===== config.mk =====
export PLATFORM = sky130hd
export DESIGN_NAME = button_debounce_press_classifier
export DESIGN_NICKNAME = d
export VERILOG_FILES = /design/src/sv/bdpc_pkg.sv /design/src/sv/bdpc_cfg.sv /design/src/sv/bdpc_core.sv /design/src/sv/button_debounce_press_classifier.sv
export SDC_FILE = /design/constraint.sdc
export NUM_CORES = 1
export LEC_CHECK = 0
export BUFFER_PORTS_ARGS = -buffer_cell sky130_fd_sc_hd__buf_2
export CAP_MARGIN = 20
export CORE_MARGIN = 1.5
export CORE_UTILIZATION = 25
export CTS_BUF_LIST = sky130_fd_sc_hd__clkbuf_8 sky130_fd_sc_hd__clkbuf_16
export DETAILED_ROUTE_END_ITERATION = 10
export GPL_ROUTABILITY_DRIVEN = 0
export GPL_TIMING_DRIVEN = 0
export PLACE_DENSITY_LB_ADDON = 0.1
export SETUP_SLACK_MARGIN = 0.15
export SYNTH_ARGS = -nofsm -noshare
export SYNTH_HDL_FRONTEND = slang
export SYNTH_SLANG_ARGS = --single-unit

===== constraint.sdc =====
create_clock -name clk -period 5.35 [get_ports clk]
set_clock_uncertainty 0.2 [all_clocks]
set_input_delay 0.2675 -clock clk [delete_from_list [all_inputs] [get_ports clk]]
set_output_delay 0.2675 -clock clk [all_outputs]
set_load 0.005 [all_outputs]

===== src/sv/bdpc_pkg.sv =====
// Shared types and constants of the button debounce and press classifier.
`default_nettype none

package bdpc_pkg;

	// Width of every threshold register and of the hold query.
	localparam int unsigned THR_W = 16;
	// Width of the configuration register index.
	localparam int unsigned IDX_W = 3;

	// Configuration register indexes.
	localparam logic [IDX_W-1:0] REG_DEBOUNCE  = 3'd0;
	localparam logic [IDX_W-1:0] REG_SHORT_MIN = 3'd1;
	localparam logic [IDX_W-1:0] REG_SHORT_MAX = 3'd2;
	localparam logic [IDX_W-1:0] REG_LONG_MIN  = 3'd3;
	localparam logic [IDX_W-1:0] REG_REPEAT    = 3'd4;

	// Reset values of the thresholds, one tick per millisecond.
	localparam logic [THR_W-1:0] RST_DEBOUNCE  = 16'd50;
	localparam logic [THR_W-1:0] RST_SHORT_MIN = 16'd50;
	localparam logic [THR_W-1:0] RST_SHORT_MAX = 16'd1000;
	localparam logic [THR_W-1:0] RST_LONG_MIN  = 16'd1000;
	localparam logic [THR_W-1:0] RST_REPEAT    = 16'd200;

	// Threshold set handed from the register file to the datapath.
	typedef struct packed {
		logic [THR_W-1:0] debounce;
		logic [THR_W-1:0] short_min;
		logic [THR_W-1:0] short_max;
		logic [THR_W-1:0] long_min;
		logic [THR_W-1:0] repeat_gap;
	} cfg_t;

endpackage

`default_nettype wire


===== src/sv/bdpc_cfg.sv =====
// Configuration register file holding the debounce and press thresholds.
`default_nettype none

module bdpc_cfg (
	input  wire logic                        clk,
	input  wire logic                        arst_n,
	input  wire logic                        cfg_valid,
	output logic                             cfg_ready,
	input  wire logic [bdpc_pkg::IDX_W-1:0]  cfg_index,
	input  wire logic [bdpc_pkg::THR_W-1:0]  cfg_data,
	output bdpc_pkg::cfg_t                   cfg
);
	import bdpc_pkg::*;

	cfg_t cfg_q;

	// The register file takes a write request in every cycle.
	assign cfg_ready = 1'b1;

	// Decode the index; writes to unused indexes are dropped.
	always_ff @(posedge clk or negedge arst_n) begin
		if (!arst_n) begin
			cfg_q.debounce   <= RST_DEBOUNCE;
			cfg_q.short_min  <= RST_SHORT_MIN;
			cfg_q.short_max  <= RST_SHORT_MAX;
			cfg_q.long_min   <= RST_LONG_MIN;
			cfg_q.repeat_gap <= RST_REPEAT;
		end else if (cfg_valid && cfg_ready) begin
			unique case (cfg_index)
				REG_DEBOUNCE:  cfg_q.debounce   <= cfg_data;
				REG_SHORT_MIN: cfg_q.short_min  <= cfg_data;
				REG_SHORT_MAX: cfg_q.short_max  <= cfg_data;
				REG_LONG_MIN:  cfg_q.long_min   <= cfg_data;
				REG_REPEAT:    cfg_q.repeat_gap <= cfg_data;
				default: ;
			endcase
		end
	end

	assign cfg = cfg_q;

endmodule

`default_nettype wire


===== src/sv/bdpc_core.sv =====
// Debounce state, saturating tick counters and press classification.
`default_nettype none

module bdpc_core #(
	parameter int unsigned COUNT_BITS = 16
) (
	input  wire logic                        clk,
	input  wire logic                        arst_n,
	input  wire logic                        take,
	input  wire logic                        raw_s1,
	input  wire logic [bdpc_pkg::THR_W-1:0]  query_s1,
	input  wire bdpc_pkg::cfg_t              cfg,
	output logic                             is_down_s2,
	output logic                             short_s2,
	output logic                             long_s2,
	output logic                             held_s2
);
	import bdpc_pkg::*;

	// Common compare width covering both counters and thresholds.
	localparam int unsigned CMP_W = (COUNT_BITS > THR_W) ? COUNT_BITS : THR_W;

	logic                  prev_raw_q;
	logic                  down_q;
	logic [COUNT_BITS-1:0] stable_q;
	logic [COUNT_BITS-1:0] hold_q;
	logic [COUNT_BITS-1:0] since_q;

	logic                  down_n;
	logic [COUNT_BITS-1:0] stable_n;
	logic [COUNT_BITS-1:0] hold_n;
	logic [COUNT_BITS-1:0] since_n;
	logic                  short_n;
	logic                  long_n;
	logic                  held_n;
	logic                  accept;
	logic [CMP_W-1:0]      stable_x;
	logic [CMP_W-1:0]      hold_x;
	logic [CMP_W-1:0]      since_x;

	// Advance all counters, then apply edge restart and debounced change.
	always_comb begin
		stable_n = (stable_q == '1) ? stable_q : stable_q + 1'b1;
		hold_n   = (hold_q == '1) ? hold_q : hold_q + 1'b1;
		since_n  = (since_q == '1) ? since_q : since_q + 1'b1;
		short_n  = 1'b0;
		long_n   = 1'b0;
		down_n   = down_q;

		// A raw edge restarts the stability count.
		if (raw_s1 != prev_raw_q) begin
			stable_n = '0;
		end

		stable_x = CMP_W'(stable_n);
		hold_x   = CMP_W'(hold_n);
		since_x  = CMP_W'(since_n);
		accept   = (raw_s1 != down_q) && (stable_x > CMP_W'(cfg.debounce));

		// An accepted press restarts the hold count; a release is classified.
		if (accept) begin
			stable_n = '0;
			down_n   = raw_s1;
			if (raw_s1) begin
				hold_n = '0;
			end else if ((hold_x < CMP_W'(cfg.short_max)) &&
			             (hold_x > CMP_W'(cfg.short_min))) begin
				if (since_x > CMP_W'(cfg.repeat_gap)) begin
					since_n = '0;
					short_n = 1'b1;
				end
			end else if (hold_x > CMP_W'(cfg.long_min)) begin
				long_n = 1'b1;
			end
		end

		held_n = down_n && (CMP_W'(hold_n) > CMP_W'(query_s1));
	end

	// State registers update once per processed request.
	always_ff @(posedge clk or negedge arst_n) begin
		if (!arst_n) begin
			prev_raw_q <= 1'b0;
			down_q     <= 1'b0;
			stable_q   <= '0;
			hold_q     <= '0;
			since_q    <= '0;
		end else if (take) begin
			prev_raw_q <= raw_s1;
			down_q     <= down_n;
			stable_q   <= stable_n;
			hold_q     <= hold_n;
			since_q    <= since_n;
		end
	end

	// Result register.
	always_ff @(posedge clk) begin
		if (take) begin
			is_down_s2 <= down_n;
			short_s2   <= short_n;
			long_s2    <= long_n;
			held_s2    <= held_n;
		end
	end

endmodule

`default_nettype wire


===== src/sv/button_debounce_press_classifier.sv =====
// Top level of the button debouncer with short and long press detection.
// Takes one tick sample per cycle and returns one result per sample. A sample is held in the
// input register, then passes through the state update into the result register. The state
// update is a loop of saturating increments and threshold compares, so samples stream at one
// per clock when the output is not stalled. The user must write thresholds through the
// configuration port only while no sample is in flight; the block does not enforce this.
`default_nettype none

module button_debounce_press_classifier #(
	parameter int unsigned COUNT_BITS = 16
) (
	input  wire logic                        clk,
	input  wire logic                        arst_n,
	input  wire logic                        in_valid,
	output logic                             in_stall,
	input  wire logic                        raw_pressed,
	input  wire logic [bdpc_pkg::THR_W-1:0]  hold_query_ticks,
	output logic                             out_valid,
	input  wire logic                        out_stall,
	output logic                             is_down,
	output logic                             short_press,
	output logic                             long_press,
	output logic                             held_over,
	input  wire logic                        cfg_valid,
	output logic                             cfg_ready,
	input  wire logic [bdpc_pkg::IDX_W-1:0]  cfg_index,
	input  wire logic [bdpc_pkg::THR_W-1:0]  cfg_data
);
	import bdpc_pkg::*;

	cfg_t             cfg;
	logic             valid_s1;
	logic             raw_s1;
	logic [THR_W-1:0] query_s1;
	logic             valid_s2;
	logic             adv_s2;
	logic             take;
	logic             load_s1;

	// The result stage can load when empty or when its request leaves.
	assign adv_s2   = !valid_s2 || !out_stall;
	assign take     = valid_s1 && adv_s2;
	assign in_stall = valid_s1 && !adv_s2;
	assign load_s1  = in_valid && !in_stall;

	// Input register valid bit.
	always_ff @(posedge clk or negedge arst_n) begin
		if (!arst_n) begin
			valid_s1 <= 1'b0;
		end else if (!in_stall) begin
			valid_s1 <= in_valid;
		end
	end

	// Input register payload.
	always_ff @(posedge clk) begin
		if (load_s1) begin
			raw_s1   <= raw_pressed;
			query_s1 <= hold_query_ticks;
		end
	end

	// Result register valid bit.
	always_ff @(posedge clk or negedge arst_n) begin
		if (!arst_n) begin
			valid_s2 <= 1'b0;
		end else if (adv_s2) begin
			valid_s2 <= valid_s1;
		end
	end

	assign out_valid = valid_s2;

	bdpc_cfg u_cfg (
		.clk       (clk),
		.arst_n    (arst_n),
		.cfg_valid (cfg_valid),
		.cfg_ready (cfg_ready),
		.cfg_index (cfg_index),
		.cfg_data  (cfg_data),
		.cfg       (cfg)
	);

	bdpc_core #(
		.COUNT_BITS (COUNT_BITS)
	) u_core (
		.clk        (clk),
		.arst_n     (arst_n),
		.take       (take),
		.raw_s1     (raw_s1),
		.query_s1   (query_s1),
		.cfg        (cfg),
		.is_down_s2 (is_down),
		.short_s2   (short_press),
		.long_s2    (long_press),
		.held_s2    (held_over)
	);

endmodule

`default_nettype wire


==> reports/qor.csv <==
stage,metric,value,unit
outcome,outcome,finished clean,
cts,clock sink count,153,
synth,Gate Count Post-Synth,1016,
timing,RSZ-0062 raised after global routing,yes,
synth,Post-synth EDFFs,21,
placement,# port buffers,46,
setup_path,"Max FO, Critical Path",8,
cts,CTS buffer count,17,
finish,Synth-to-Final Area Change,24.4,%
synth,Synth cell types,66,
synth,most common flop cell mapped by yosys,dfrtp_1,
timing,Final setup viols,0,
floorplanning,initial core utilization,25.3,%
floorplanning,Die Y,198,µm
job,max-cap viol count,0,
routing,First-pass DRT Iterations,5,
global_route,first-pass GRT wire length,45.6,mm
floorplanning,core area,37600,µm²
floorplanning,die width,198,µm
timing,Fmax achieved,194,MHz
cts,H-tree Lvls,4,
setup_path,Worst Path Arrival,5.15,ns
global_route,largest net degree at the start of global routing,69,
setup_path,Worst EP required,5.35,ns
timing,worst-margin pin slew,1.02,ns
synth,register bit total from synthesis,153,
power,"Power, Total",4.00,mW
power,pwr dens,339,nW/µm²
finish,proportion of layout cells with a drive suffix above 1,17.9,%
routing,drt wl/cell,17.1,µm
routing,Initial DRC Count,410,
routing,vias,7717,
timing,clock period minus worst slack,5.15,ns
global_route,Total GRT Usage,15.4,%
power,VDD IR max,0.203,mV
finish,Antenna Cells,0,
setup_path,crit start category,flip-flop,
setup_path,Critical Path End Type,flip-flop,
floorplanning,Ports,48,
synth,"Seq/Total Area, Yosys",41.7,%
floorplanning,DIE AREA,39200,µm²
cts,clk_lat worst skew,0.44,ns
hold_path,Min-Delay Path Depth,3,
global_route,grt ovf,0,
global_route,initial antenna violation count,0,
setup_path,Crit Path Category,flip-flop to flip-flop,
synth,Async SR Flop Fraction,86.3,%
cts,Root Driver,clkbuf_16,
finish,final core occ,31.5,%
finish,"commonest non-fill, non-tap cell in the layout",nand2_1,
cts,TritonCTS clock tree,built,
synth,net count after synthesis,1155,
finish,fin nets,1282,
finish,Layout fillers,3934,
routing,final wirelength,28.5,mm
timing,Hold Fails Final Rpt,0,
floorplanning,Site Rows,71,
cts,Clock Pin Slew Worst Setup and Hold Paths,0.07,ns
timing,worst hold slack,0.106,ns
global_route,vias in the first global route,7935,
cts,maximum clock path buffer count,2,
synth,syn avg cell area,9.36,µm²
finish,most frequent cells in the layout,"nand2_1, inv_1, dfrtp_1",
timing,Slew headroom,31.5,%
synth,synthesized area,9510,µm²
synth,yosys warns,0,
setup_path,Reg2Reg Depth,21,
hold_path,min-delay worst type,input port to flip-flop,
timing,Tcrit/Tclk final,96.2,%
routing,vias per cell,4.63,
power,Pleak,5.30,nW
routing,ANT nets after route,0,
routing,# DRC,0,
timing,fin. max-slew vios,0,
placement,post-DP HPWL,20.9,mm
## power by group
part           internal [mW]  switching (mW)
Sequential              1.40           0.118
Combinational          0.485           0.678
Clock                  0.811           0.515
Total                   2.69            1.31
## sequential cells by signal (all words and copies together) (netlist names)
| register | cells |
|---|---|
| raw_s1 | 1 |
| u_core.since_q | 16 |
| u_core.stable_q | 16 |
| out_valid | 1 |
| u_core.held_s2 | 1 |
| u_core.down_q | 1 |
| u_cfg.cfg | 80 |
| u_core.is_down_s2 | 1 |
| valid_s1 | 1 |
| u_core.long_s2 | 1 |
| u_core.prev_raw_q | 1 |
| u_core.hold_q | 16 |
| query_s1 | 16 |
| u_core.short_s2 | 1 |
## cell families (layout without fill, tap and decap cells)
logic type | after synthesis | in the layout | share of synthesized area [%]
simple gates | 323 | 323 | 16.5
compound gates | 216 | 216 | 14.3
flops | 153 | 153 | 41.7
buf+inv | 141 | 281 | 5.80
fa+ha+maj | 98 | 98 | 12.9
mux | 44 | 44 | 5.11
xor+xnor | 40 | 40 | 3.69
other cells | 1 | 1 | 0.0394
## cell usage after synthesis (4+ instances only)
library cell / instances / share of area (%)
nand2_1: 120 / 4.7
dfrtp_1: 111 / 29
inv_1: 106 / 4.2
ha_1: 98 / 13
o21ai_0: 83 / 4.4
nor2_1: 52 / 2.1
a21oi_1: 43 / 2.3
mux2_2: 36 / 4.3
nand3_1: 33 / 1.7
nor3_1: 32 / 1.7
clkbuf_1: 26 / 1.0
xnor2_1: 22 / 2.0
dfstp_2: 21 / 5.8
edfxtp_1: 21 / 6.6
nand4_1: 20 / 1.3
xor2_1: 18 / 1.7
and2_1: 15 / 0.99
a21o_1: 14 / 1.1
a211oi_1: 11 / 0.87
and3_1: 9 / 0.59
o31ai_1: 9 / 0.71
o41ai_1: 9 / 0.83
mux2i_1: 8 / 0.84
nand2b_1: 8 / 0.53
nor2b_1: 7 / 0.46
o21a_1: 7 / 0.55
and4_1: 5 / 0.46
o211ai_1: 5 / 0.39
a2111oi_0: 4 / 0.37
a31oi_1: 4 / 0.26
or3_1: 4 / 0.26
## what timing repair did
item	CTS	global route
gates resized for setup	39	12
endpoints found under the hold margin	141	0
buffers inserted	19	4
hold buffers	37	0
pin swaps	18	19
cloned	0	0
setup endpoints to repair	1	1
## worst paths after layout
path	startpoint	endpoint	slack, ns
setup reg to reg	u_core.stable_q[5]	u_core.held_s2	0.20
max in group asynchronous	arst_n	u_cfg.cfg[39]	3.89
hold / removal	cfg_index[0]	u_cfg.cfg[0]	0.11
hold reg to reg	u_core.prev_raw_q	u_core.prev_raw_q	0.30
min in group asynchronous	arst_n	u_core.since_q[0]	0.21
setup / recovery	u_core.stable_q[5]	u_core.held_s2	0.20
## layer usage
metal  track usage, %  wire length, µm  up-vias
li1                 -                -     3836
met1             22.1            14700     3740
met2             23.5            12400      118
met3             2.35              786       23
met4             4.95              579        0
met5                0                0        -
## area by class of cell
cell class / count / area [µm²] / share of cell area, %
Clock buffer: 20 / 467 / 3.95
Multi-Input combinational cell: 722 / 5200 / 44.0
Sequential cell: 153 / 3960 / 33.5
Timing Repair Buffer: 108 / 823 / 6.96
Clock inverter: 12 / 159 / 1.34
Inverter: 107 / 402 / 3.40
Tap cell: 511 / 639 / 5.41
Buffer: 34 / 169 / 1.43
## through the flow
stage               cells  cell area, µm²  worst slack [ns]  setup TNS (ns)
floorplan            1016            9510             0.157               0
global placement     1573           10400            -0.885          -0.885
detailed placement   1575           10400            -0.841          -0.841
CTS                  1663           11700             0.160               0
global route         1667           11800         -0.000634       -0.000634
finish               1667           11800             0.204               0
## critical path: stages, from the launching register on
cell       delay (ns)
dfrtp_1          0.41
nand3_4          0.09
or3_4            0.38
buf_8            0.15
o21ai_4          0.17
buf_6            0.15
nor3_2           0.05
xnor2_1          0.19
nor2_1           0.08
ha_1             0.32
nand2_2          0.06
or4_4            0.57
a21o_1           0.21
a31o_4           0.25
buf_6            0.14
and2_4           0.14
ha_4             0.22
a2111oi_4        0.33
o21ai_1          0.11
a31o_2           0.22
a211o_1          0.31
and3_1           0.14
(Power assumes the default switching activity.)
